### src/hdl/bhs_pkg.sv
`timescale 1ns / 1ps
// ============================================================================
// bhs_pkg
// Shared types and constants for the bitap Hamming-distance search block.
// ============================================================================
package bhs_pkg;

    localparam int MAX_MISMATCHES_DEF = 7;
    localparam int PATTERN_MAX        = 31;
    localparam int ROW_W              = 32;
    localparam int PATTERN_REGS       = 4;
    localparam int PATTERN_REG_W      = 64;
    localparam int BYTE_W             = 8;
    localparam int LEN_W              = 5;
    localparam int K_W                = 3;
    localparam int POS_W              = 32;
    localparam int APB_DATA_W         = 64;
    localparam int APB_ADDR_W         = 6;
    localparam int REG_SEL_LSB        = 3;

    localparam logic [ROW_W-1:0] ROW_INIT = 32'hFFFF_FFFE;

    typedef enum logic [APB_ADDR_W-REG_SEL_LSB-1:0] {
        REG_PATTERN_0,
        REG_PATTERN_1,
        REG_PATTERN_2,
        REG_PATTERN_3,
        REG_PATTERN_LENGTH,
        REG_MAX_MISMATCHES
    } reg_index_t;

    typedef struct packed {
        logic [BYTE_W-1:0] text_byte;
        logic              text_start;
    } text_t;

    typedef struct packed {
        logic             hit;
        logic [POS_W-1:0] match_start;
        logic             already_found;
    } result_t;

    typedef struct packed {
        logic [PATTERN_REGS*PATTERN_REG_W-1:0] pattern;
        logic [LEN_W-1:0]                      length;
        logic [K_W-1:0]                        mismatches;
    } cfg_t;

    typedef struct packed {
        logic             text_start;
        logic [ROW_W-1:0] mask;
    } mask_req_t;

endpackage

### src/hdl/bhs_cfg_regs.sv
`timescale 1ns / 1ps
// ============================================================================
// bhs_cfg_regs
// APB register file holding the pattern bytes, pattern length and the
// allowed number of substitutions.
// ============================================================================
module bhs_cfg_regs (
    input  logic                               clk,
    input  logic                               rst_n,
    input  logic                               psel,
    input  logic                               penable,
    input  logic                               pwrite,
    input  logic [bhs_pkg::APB_ADDR_W-1:0]     paddr,
    input  logic [bhs_pkg::APB_DATA_W-1:0]     pwdata,
    output logic [bhs_pkg::APB_DATA_W-1:0]     prdata,
    output bhs_pkg::cfg_t                      cfg
);
    import bhs_pkg::*;

    logic [PATTERN_REGS-1:0][PATTERN_REG_W-1:0] pattern_reg;
    logic [LEN_W-1:0]                           length_reg;
    logic [K_W-1:0]                             mismatch_reg;
    logic                                       write_en;
    reg_index_t                                 reg_sel;

    assign write_en = psel && penable && pwrite;
    assign reg_sel  = reg_index_t'(paddr[APB_ADDR_W-1:REG_SEL_LSB]);

    always_ff @(posedge clk or negedge rst_n)
    begin
        if (!rst_n)
        begin
            pattern_reg  <= '0;
            length_reg   <= LEN_W'(1);
            mismatch_reg <= '0;
        end
        else if (write_en)
        begin
            case (reg_sel)
                REG_PATTERN_0:      pattern_reg[0] <= pwdata;
                REG_PATTERN_1:      pattern_reg[1] <= pwdata;
                REG_PATTERN_2:      pattern_reg[2] <= pwdata;
                REG_PATTERN_3:      pattern_reg[3] <= pwdata;
                REG_PATTERN_LENGTH: length_reg     <= pwdata[LEN_W-1:0];
                REG_MAX_MISMATCHES: mismatch_reg   <= pwdata[K_W-1:0];
                default:            ;
            endcase
        end
    end

    always_comb
    begin
        case (reg_sel)
            REG_PATTERN_0:      prdata = pattern_reg[0];
            REG_PATTERN_1:      prdata = pattern_reg[1];
            REG_PATTERN_2:      prdata = pattern_reg[2];
            REG_PATTERN_3:      prdata = pattern_reg[3];
            REG_PATTERN_LENGTH: prdata = APB_DATA_W'(length_reg);
            REG_MAX_MISMATCHES: prdata = APB_DATA_W'(mismatch_reg);
            default:            prdata = '0;
        endcase
    end

    always_comb
    begin
        cfg.pattern    = pattern_reg;
        cfg.mismatches = mismatch_reg;
        if (32'(length_reg) > 32'(PATTERN_MAX))
        begin
            cfg.length = LEN_W'(PATTERN_MAX);
        end
        else
        begin
            cfg.length = length_reg;
        end
    end

endmodule

### src/hdl/bhs_mask_stage.sv
`timescale 1ns / 1ps
// ============================================================================
// bhs_mask_stage
// Input register stage that compares each text byte against each pattern
// byte below the configured length and registers the resulting match mask.
// ============================================================================
module bhs_mask_stage (
    input  logic                clk,
    input  logic                rst_n,
    input  logic                text_valid,
    output logic                text_ready,
    input  bhs_pkg::text_t      text,
    input  bhs_pkg::cfg_t       cfg,
    output logic                req_valid,
    output bhs_pkg::mask_req_t  req,
    input  logic                core_ready
);
    import bhs_pkg::*;

    logic      s1_valid_reg;
    mask_req_t req_reg;
    mask_req_t req_next;

    assign text_ready = !s1_valid_reg || core_ready;
    assign req_valid  = s1_valid_reg;
    assign req        = req_reg;

    always_comb
    begin
        req_next.text_start = text.text_start;
        req_next.mask       = '1;
        for (int i = 0; i < PATTERN_MAX; i++)
        begin
            if ((LEN_W'(i) < cfg.length) &&
                (cfg.pattern[BYTE_W*i +: BYTE_W] == text.text_byte))
            begin
                req_next.mask[i] = 1'b0;
            end
        end
    end

    always_ff @(posedge clk or negedge rst_n)
    begin
        if (!rst_n)
        begin
            s1_valid_reg <= 1'b0;
        end
        else if (text_ready)
        begin
            s1_valid_reg <= text_valid;
        end
    end

    always_ff @(posedge clk)
    begin
        if (text_valid && text_ready)
        begin
            req_reg <= req_next;
        end
    end

endmodule

### src/hdl/bhs_match_core.sv
`timescale 1ns / 1ps
// ============================================================================
// bhs_match_core
// Mismatch row state, position counter and found flag, updated once per
// text byte, with the registered result.
// ============================================================================
module bhs_match_core #(
    parameter int MAX_MISMATCHES = bhs_pkg::MAX_MISMATCHES_DEF
) (
    input  logic                clk,
    input  logic                rst_n,
    input  logic                req_valid,
    input  bhs_pkg::mask_req_t  req,
    input  bhs_pkg::cfg_t       cfg,
    output logic                core_ready,
    output logic                result_valid,
    input  logic                result_ready,
    output bhs_pkg::result_t    result
);
    import bhs_pkg::*;

    localparam int ROW_COUNT = MAX_MISMATCHES + 1;
    localparam int ROW_IDX_W = (ROW_COUNT > 1) ? $clog2(ROW_COUNT) : 1;

    logic [ROW_W-1:0]     rows_reg   [ROW_COUNT];
    logic [ROW_W-1:0]     rows_cur   [ROW_COUNT];
    logic [ROW_W-1:0]     rows_shift [ROW_COUNT];
    logic [ROW_W-1:0]     rows_next  [ROW_COUNT];
    logic                 found_reg;
    logic                 found_cur;
    logic                 found_next;
    logic [POS_W-1:0]     pos_reg;
    logic [POS_W-1:0]     pos_cur;
    logic [POS_W-1:0]     pos_inc;
    logic [POS_W-1:0]     pos_next;
    logic [POS_W:0]       end_pos;
    logic [POS_W:0]       len_ext;
    logic [POS_W-1:0]     start_pos;
    logic [ROW_IDX_W-1:0] k_sel;
    logic                 match;
    logic                 result_valid_reg;
    result_t              result_reg;
    result_t              result_next;
    logic                 step;

    assign core_ready   = !result_valid_reg || result_ready;
    assign step         = req_valid && core_ready;
    assign result_valid = result_valid_reg;
    assign result       = result_reg;

    always_comb
    begin
        for (int d = 0; d < ROW_COUNT; d++)
        begin
            rows_cur[d] = req.text_start ? ROW_INIT : rows_reg[d];
        end
        rows_shift[0] = (rows_cur[0] | req.mask) << 1;
        for (int d = 1; d < ROW_COUNT; d++)
        begin
            rows_shift[d] = (rows_cur[d-1] & (rows_cur[d] | req.mask)) << 1;
        end
    end

    always_comb
    begin
        if (32'(cfg.mismatches) > 32'(MAX_MISMATCHES))
        begin
            k_sel = ROW_IDX_W'(MAX_MISMATCHES);
        end
        else
        begin
            k_sel = ROW_IDX_W'(cfg.mismatches);
        end
    end

    assign found_cur = !req.text_start && found_reg;
    assign pos_cur   = req.text_start ? '0 : pos_reg;
    assign pos_inc   = (&pos_cur) ? pos_cur : pos_cur + POS_W'(1);
    assign end_pos   = {1'b0, pos_cur} + (POS_W+1)'(1);
    assign len_ext   = (POS_W+1)'(cfg.length);
    assign start_pos = (end_pos >= len_ext) ? POS_W'(end_pos - len_ext) : '0;
    assign match     = !rows_shift[k_sel][cfg.length];

    always_comb
    begin
        rows_next   = rows_cur;
        found_next  = found_cur;
        pos_next    = pos_cur;
        result_next = '0;
        if (found_cur)
        begin
            result_next.already_found = 1'b1;
        end
        else if (cfg.length == '0)
        begin
            found_next      = 1'b1;
            pos_next        = pos_inc;
            result_next.hit = 1'b1;
        end
        else
        begin
            rows_next = rows_shift;
            pos_next  = pos_inc;
            if (match)
            begin
                found_next              = 1'b1;
                result_next.hit         = 1'b1;
                result_next.match_start = start_pos;
            end
        end
    end

    always_ff @(posedge clk or negedge rst_n)
    begin
        if (!rst_n)
        begin
            for (int d = 0; d < ROW_COUNT; d++)
            begin
                rows_reg[d] <= ROW_INIT;
            end
            found_reg        <= 1'b0;
            pos_reg          <= '0;
            result_valid_reg <= 1'b0;
        end
        else
        begin
            if (step)
            begin
                rows_reg  <= rows_next;
                found_reg <= found_next;
                pos_reg   <= pos_next;
            end
            if (core_ready)
            begin
                result_valid_reg <= req_valid;
            end
        end
    end

    always_ff @(posedge clk)
    begin
        if (step)
        begin
            result_reg <= result_next;
        end
    end

endmodule

### src/hdl/bitap_hamming_search_top.sv
`timescale 1ns / 1ps
// ============================================================================
// bitap_hamming_search_top
// The block returns one result per accepted text byte. The mask stage
// registers the byte's match mask against the pattern bytes below the
// configured length; the core then updates the MAX_MISMATCHES+1 mismatch
// rows in parallel and registers the result. Its update of rows, position
// and found flag is the only loop that carries state from byte to byte,
// so the sustained rate is one byte per cycle whenever the result side
// keeps taking results. A request with text_start set begins a new text.
// Each text reports its first match at most once, with the offset of the
// match start; later bytes of that text return already_found. The APB
// configuration registers sit at byte address 8*i; the user writes them
// only while no request is in flight, which the block does not enforce.
// ============================================================================
module bitap_hamming_search_top #(
    parameter int MAX_MISMATCHES = bhs_pkg::MAX_MISMATCHES_DEF
) (
    input  logic                           clk,
    input  logic                           rst_n,
    input  logic                           psel,
    input  logic                           penable,
    input  logic                           pwrite,
    input  logic [bhs_pkg::APB_ADDR_W-1:0] paddr,
    input  logic [bhs_pkg::APB_DATA_W-1:0] pwdata,
    output logic [bhs_pkg::APB_DATA_W-1:0] prdata,
    output logic                           pready,
    input  logic                           text_valid,
    output logic                           text_ready,
    input  bhs_pkg::text_t                 text,
    output logic                           result_valid,
    input  logic                           result_ready,
    output bhs_pkg::result_t               result
);
    import bhs_pkg::*;

    cfg_t      cfg;
    mask_req_t req;
    logic      req_valid;
    logic      core_ready;

    assign pready = 1'b1;

    bhs_cfg_regs u_cfg_regs (
        .clk     (clk),
        .rst_n   (rst_n),
        .psel    (psel),
        .penable (penable),
        .pwrite  (pwrite),
        .paddr   (paddr),
        .pwdata  (pwdata),
        .prdata  (prdata),
        .cfg     (cfg)
    );

    bhs_mask_stage u_mask_stage (
        .clk        (clk),
        .rst_n      (rst_n),
        .text_valid (text_valid),
        .text_ready (text_ready),
        .text       (text),
        .cfg        (cfg),
        .req_valid  (req_valid),
        .req        (req),
        .core_ready (core_ready)
    );

    bhs_match_core #(
        .MAX_MISMATCHES (MAX_MISMATCHES)
    ) u_match_core (
        .clk          (clk),
        .rst_n        (rst_n),
        .req_valid    (req_valid),
        .req          (req),
        .cfg          (cfg),
        .core_ready   (core_ready),
        .result_valid (result_valid),
        .result_ready (result_ready),
        .result       (result)
    );

    a_hit_found_exclusive: assert property (@(posedge clk) disable iff (!rst_n)
        result_valid |-> !(result.hit && result.already_found))
        else $error("Result reports a hit and an ignored byte at once.");

    a_start_zero_without_hit: assert property (@(posedge clk) disable iff (!rst_n)
        (result_valid && !result.hit) |-> (result.match_start == '0))
        else $error("Match start is nonzero on a result without a hit.");

    a_full_pipe_stalls_input: assert property (@(posedge clk) disable iff (!rst_n)
        (req_valid && result_valid && !result_ready) |-> !text_ready)
        else $error("Input accepted while both stages are full and stalled.");

endmodule

### config.mk
export PLATFORM = sky130hd
export DESIGN_NAME = bitap_hamming_search_top
export DESIGN_NICKNAME = d
export VERILOG_FILES = /design/src/hdl/bhs_pkg.sv /design/src/hdl/bhs_cfg_regs.sv /design/src/hdl/bhs_mask_stage.sv /design/src/hdl/bhs_match_core.sv /design/src/hdl/bitap_hamming_search_top.sv
export SDC_FILE = /design/constraint.sdc
export NUM_CORES = 2
export LEC_CHECK = 0
export ABC_AREA = 0
export BUFFER_PORTS_ARGS = -buffer_cell sky130_fd_sc_hd__buf_2
export CAP_MARGIN = 20
export CORE_MARGIN = 2
export CORE_UTILIZATION = 55
export CTS_BUF_LIST = sky130_fd_sc_hd__clkbuf_16
export DETAILED_ROUTE_END_ITERATION = 10
export PLACE_DENSITY = 0.73
export SYNTH_ARGS = -nofsm -noshare
export SYNTH_HDL_FRONTEND = slang
export SYNTH_SLANG_ARGS = --single-unit
### constraint.sdc
create_clock -name clk -period 5.68 [get_ports clk]
set_clock_uncertainty 0.15 [all_clocks]
set_input_delay 0.852 -clock clk [delete_from_list [all_inputs] [get_ports clk]]
set_output_delay 0.852 -clock clk [all_outputs]
set_load 0.02 [all_outputs]
Word-level counts from Yosys, hierarchy flattened
Cells that the tools add are included.
- register bits after elaboration: 621
- output and inout port bits: 101
- word-level logic and storage cells: 221
- add/sub/neg operators: 3
- order comparisons: 34
- equal/unequal tests: 36
- muxes and demuxes: 57
- bitwise operators: 17
- reduce and logical (&&, ||, !) cells: 51
- operator list (kind ; number):
    2-to-1 mux 256 bit ; 2
    2-to-1 mux 32 bit ; 14
    case mux 64 bit (6 select lines) ; 1
    == test 8 bit ; 31
    OR 31 bit ; 8
    AND 31 bit ; 7
    binary-select mux 32 bit (select 3 bit) ; 1
    less-than comparator 5 bit, first input constant ; 15
    less-than comparator 4 x 5 -> 1 bit, first input constant ; 8
    2-to-1 mux 1 bit ; 37
    logical AND 1 bit ; 36
    adder 32 x 1 -> 33 bit, second input constant ; 1
    greater-or-equal comparator 33 x 5 -> 1 bit ; 1
    2-to-1 mux 33 bit ; 1
    adder 32 x 1 -> 32 bit, second input constant ; 1
    AND reduction 32 bit ; 1
    subtractor 32 x 5 -> 32 bit ; 1
    less-than comparator 3 x 5 -> 1 bit, first input constant ; 4
    AND reduction 2 bit ; 6
    less-than comparator 1 x 5 -> 1 bit, first input constant ; 2
    less-than comparator 2 x 5 -> 1 bit, first input constant ; 2
    == test 3 x 2 -> 1 bit, second input constant ; 2
    == test 3 bit, second input constant ; 2
    less-than comparator 5 x 6 -> 1 bit, second input constant ; 1
    10 further kinds ; 13

Depth between registers and ports, before layout
- word-level depth: 11
- gate-level depth with buffers: 21
- gate-level depth less buffers: 13

By module
A second synthesis with hierarchy kept.
- cells, all modules: 3444
- area total of the unflattened synthesis: 35546.6 um^2
- modules (own cells, without submodules) (module ; times used ; cells each ; area an instance (um^2) ; sequential area each (um^2)):
    bhs_match_core ; 1 ; 2257 ; 19090.8 ; 8378.0
    bhs_cfg_regs ; 1 ; 738 ; 12203.0 ; 6607.6
    bhs_mask_stage ; 1 ; 447 ; 4241.6 ; 985.9
    bitap_hamming_search_top ; 1 ; 2 ; 11.3 ; 0.0

Worst setup path after synthesis
OpenSTA, ideal clock, no wires.
- path kind: register -> register
- from: reg u_mask_stage.req_reg, in the netlist u_mask_stage.req[32]
- to: reg u_match_core.result_reg, in the netlist u_match_core.result[31], data pin
- library setup time: 0.254 ns
- data arrival time: 4.739 ns
- required time: 5.276 ns
- path slack: 0.536 ns
- cell stages (with the launch flop): 21
- path buffers: 8
- clock period less this slack: 5.144 ns
- cell sequence: edfxtp_1 -> buf_2 -> buf_2 -> clkbuf_1 -> buf_2 -> clkbuf_1 -> clkbuf_1 -> nor2b_1 -> ha_1 -> fa_1 -> a21o_1 -> a21oi_1 -> nor2b_1 -> a2111oi_4 -> and3_1 -> buf_2 -> or4b_1 -> clkbuf_1 -> nand3b_1 -> xnor2_1 -> nor2_1
- word-level cells in the longest chain between the ends: 9
- elaborated cells between the ends (all ways): 36
- classes of those cells: 2 x add/sub; 1 x order compare; 14 x mux; 16 x bitwise; 3 x reduce/logical
- RTL lines (what ; line ; text):
    start, declared ; bhs_mask_stage.sv:21 ; mask_req_t req_reg;
    start signal, assigned ; bhs_mask_stage.sv:58 ; req_reg <= req_next;
    parallel branches: the longest is 9 deep, another holds adder 32 x 1 -> 33 bit ; n/a ;
    end signal, assigned ; bhs_match_core.sv:144 ; result_reg <= result_next;
    end, declared ; bhs_match_core.sv:42 ; result_t result_reg;
Several ways; the timed one is not identified. The select of a mux whose other input is x is not followed.
A chain may end at the register's enable or synchronous reset.

Worst setup path in the final report
- from: reg u_cfg_regs.mismatch_reg[0]
- to: reg u_match_core.result_reg, in the netlist u_match_core.result[10], data pin
- word-level cells in the longest chain between the ends: 7
- RTL lines (what ; line ; text):
    start, declared ; bhs_cfg_regs.sv:22 ; logic [K_W-1:0] mismatch_reg;
    start signal, assigned ; bhs_cfg_regs.sv:45 ; REG_MAX_MISMATCHES: mismatch_reg <= pwdata[K_W-1:0];
    inverter 3 -> 4 bit (not written as such) ; bhs_match_core.sv:82 ; assign match = !rows_shift[k_sel][cfg.length];
    binary-select mux 32 bit (select 3 bit) ; bhs_match_core.sv:82 ;
    2-to-1 mux 32 bit (not written as such) (2 in a row) ; bhs_match_core.sv:82 ;
    binary-select mux 1 bit (select 5 bit) ; bhs_match_core.sv:82 ;
    2-to-1 mux 1 bit (not written as such) ; bhs_match_core.sv:82 ;
    OR reduction 4 bit (no source line) ; n/a ;
Every way passes these cells. The select of a mux whose other input is x is not followed.

==> impl_metrics.py <==
metrics = {
    "global_routing": {
        "grt_max_degree": 188,
        "grt_antenna_before_repair": 9,
        "grt_use_total_pct": 31.66,
        "grt_pass1_wl_um": 158100,
        "grt_overflow": 0,
        "first_global_vias": 27640,
    },
    "cells_and_area": {
        "drive_above_1_share_pct": 26.60,
        "layout_common_cells": "338 x nor2_1, 312 x a21oi_1, 304 x dfrtp_1",
        "fillers": 4749,
        "final_nets": 3513,
        "largest_reg_flops": 256,
        "final-instance-count-excl-fill": 4255,
        "area_delta_synth_final_pct": 10.86,
        "final_util_pct": 61.84,
        "layout_commonest_cell": "nor2_1",
    },
    "drt": {
        "wirelength_um": 101700,
        "viasPerCell": 6.603,
        "routedWlPerCell_um": 23.91,
        "first_pass_iters": 9,
        "vias": 28100,
        "ant_nets": 0,
        "drt_iter0_drc": 3391,
        "drc": 0,
    },
    "setup_path": {
        "slowest_delay_ns": 0.82,
        "end_kind": "flip-flop",
        "cp_cell_sequence": "buf_4 -> nor2b_1 -> a32oi_1 -> o221a_2 -> nor4_1 -> a41o_1 -> o31ai_4 -> buf_4 -> a211oi_1",
        "critPathKind": "reg2reg",
        "arrival_ns": 4.67,
        "critical_path.max_fanout": 43,
        "critPathRequiredTime_ns": 5.96,
        "crit_top_cell": "buf_4",
        "crit_path_top_delay_cell": "nor2b_1",
        "critPathLaunchType": "flip-flop",
        "r2r_cells": 9,
    },
    "clock_tree": {
        "postCtsResizedCells": 0,
        "holdBufCountCts": 0,
        "htree_levels": 3,
        "clk_path_buf_depth": 3,
        "cts_sinks": 613,
        "clkLatencyLatePin_ns": 0.61,
        "path_clk_slew_ns": 0.06,
        "cts_buffers": 67,
        "cts_tree": "built",
        "root_buffer": "clkbuf_16",
        "postCtsSetupRepairBufs": 0,
    },
    "synthesis": {
        "syn_inst": 3369,
        "syn_area_per_cell_um2": 10.01,
        "ys_async_sr_fraction_pct": 89.23,
        "synth_mux_area_share_pct": 11.16,
        "synth-edff-count": 66,
        "synth_cell_types": 86,
        "synth_nets": 3462,
        "netlist_area_mm2": 0.03373,
        "synth_compound_area_share_pct": 18.61,
        "synthXorXnorAreaFrac_pct": 7.400,
        "yosys_most_used_dff": "dfrtp_1",
        "ys_warn_count": 0,
        "synth_top_family_by_area": "compound AO/OA/AOI/OAI gates",
        "ys_ff_latch": 613,
        "seq_area_frac_synth_pct": 47.35,
        "synthAdderAreaFrac_pct": 0.2819,
        "yosys.area_share.simple_pct": 11.67,
    },
    "sta": {
        "finalCritPeriodShare_pct": 77.34,
        "slew_headroom_pct": 21.85,
        "rsz0062_at_grt": "false",
        "slew_viol_final": 0,
        "setup_ws_ns": 1.287,
        "fin_crit_ns": 4.393,
        "fmax_ghz": 0.2276,
        "final-setup-viol-count": 0,
        "tightestPinTransition_ns": 1.172,
        "setup_tns_ns": 0,
        "hold_viol_final": 0,
    },
    "floorplan": {
        "die_area_mm2": 0.06333,
        "rows": 90,
        "io_pins": 187,
        "die_w_um": 251.7,
        "initial_core_util_pct": 55.78,
        "coreArea_mm2": 0.06047,
        "dieHeight_um": 251.7,
    },
    "place": {
        "hpwlAfterDp_um": 65660,
        "port_buffers": 182,
        "place_ws_ns": 1.361,
        "routabilityCongestion": 0.9051,
        "dp_cells": 4133,
    },
    "pwr": {
        "p_seq_share_pct": 43.0,
        "p_clk_share_pct": 32.0,
        "p_leak_nw": 15.00,
        "peakVddDrop_uv": 303.2,
        "p_int_w": 0.009002,
        "switching_power_w": 0.004530,
        "power_frac_comb_pct": 25.0,
        "netSwitchingFraction_pct": 33.48,
        "power.density_mw_per_mm2": 361.9,
    },
    "run_status": {
        "status": "completed",
    },
    "hold_path": {
        "hold_class": "in2async",
    },
    "flow_run": {
        "cap_viol_max_count": 0,
    },
}
-- synthesized netlist by cell type, types with 18 or more instances --
cell type  number  area (µm²)
inv_1          20       75.07
nand2b_1       41       256.5
clkbuf_1      193       724.4
nand4_1        37       231.5
o21ai_0       281        1406
buf_2          43       215.2
mux2_2        287        3232
a21oi_1       314        1572
buf_1          29       108.9
o211ai_1       20       150.1
edfxtp_1       66        1982
o32ai_1        38       332.8
or2_2          18       112.6
nor2b_1        41       256.5
nor4_1         44       275.3
dfrtp_1       306        7657
mux2i_1        51       510.5
xnor2_1       115        1007
o22a_1         23       201.4
nor3_1         40       200.2
a22oi_1       127       953.4
nand2_1       154       578.1
dfstp_2       241        6332
o21a_1         25       187.7
nand3_1        42       210.2
xor2_1        170        1489
nor2_1        343        1287
o22ai_1        28       175.2
-- metal layers --
metal	vias to the layer above	track usage (%)	wire, µm
met1	14000	41.15	40470
met4	10	14.97	4329
met5	-	0	70
met2	1432	50.96	47860
met3	295	6.479	9014
li1	12360	-	-
-- kinds of logic after synthesis --
kind of cell    count (synthesis)
other cells                     1
buf+inv                       294
flops                         613
mux                           339
compound gates               1006
simple gates                  824
fa+ha+maj                       7
xor+xnor                      285
-- through the flow --
stage	hold slack (ns)	area, µm²	power, W
final	0.1286	37400	0.01353
after global routing	0.1613	37390	0.01406
after CTS	0.1182	37390	0.01350
after detailed placement	0.3271	35250	0.009169
after global placement	0.3194	35250	0.009048
after floorplan	0.2998	33730	0.007977
-- final timing paths --
kind | start | end | slack, ns
max in group asynchronous | rst_n | u_match_core.rows_reg[175]$_DFFE_PN1P_ | 4.04
min | rst_n | u_cfg_regs.mismatch_reg[0]$_DFFE_PN0P_ | 0.13
max | u_cfg_regs.mismatch_reg[0]$_DFFE_PN0P_ | u_match_core.result[10]$_SDFFCE_PP0P_ | 1.29
min in group clk | text[0] | u_mask_stage.req[32]$_DFFE_PP_ | 0.29
max reg2reg | u_cfg_regs.mismatch_reg[0]$_DFFE_PN0P_ | u_match_core.result[10]$_SDFFCE_PP0P_ | 1.29
min reg2reg | u_match_core.pos_reg[30]$_DFFE_PN0P_ | u_match_core.pos_reg[30]$_DFFE_PN0P_ | 0.34
-- layout make-up --
class                           instances  area (µm²)  share of cell area, %
Sequential cell                       613       15980                  42.73
Tap cell                              782       978.4                  2.616
Inverter                               24       91.34                 0.2442
Clock inverter                         48       361.6                 0.9669
Antenna cell                            3       7.507                0.02007
Timing Repair Buffer                  252        1534                  4.102
Multi-Input combinational cell       2462       16670                  44.57
Clock buffer                           71        1777                  4.751
-- power by group through the flow --
stage	Combinational (W)	Clock (W)	Sequential, W
final	0.00338	0.00434	0.00582
after global routing	0.00362	0.00456	0.00589
after CTS	0.00333	0.00437	0.00580
after detailed placement	0.00331	0	0.00586
after global placement	0.00323	0	0.00582
after floorplan	0.00229	0	0.00569
-- worst max-delay path: cells and delay by family (launching register included) --
kind | cells | cell delay (ns)
and+or+nand+nor | 2 | 1.25
AOI/OAI and AO/OA | 5 | 1.30
buffers and inverters | 2 | 0.66
DFF | 1 | 0.80
Note: power is estimated with default switching activity, not from simulation.
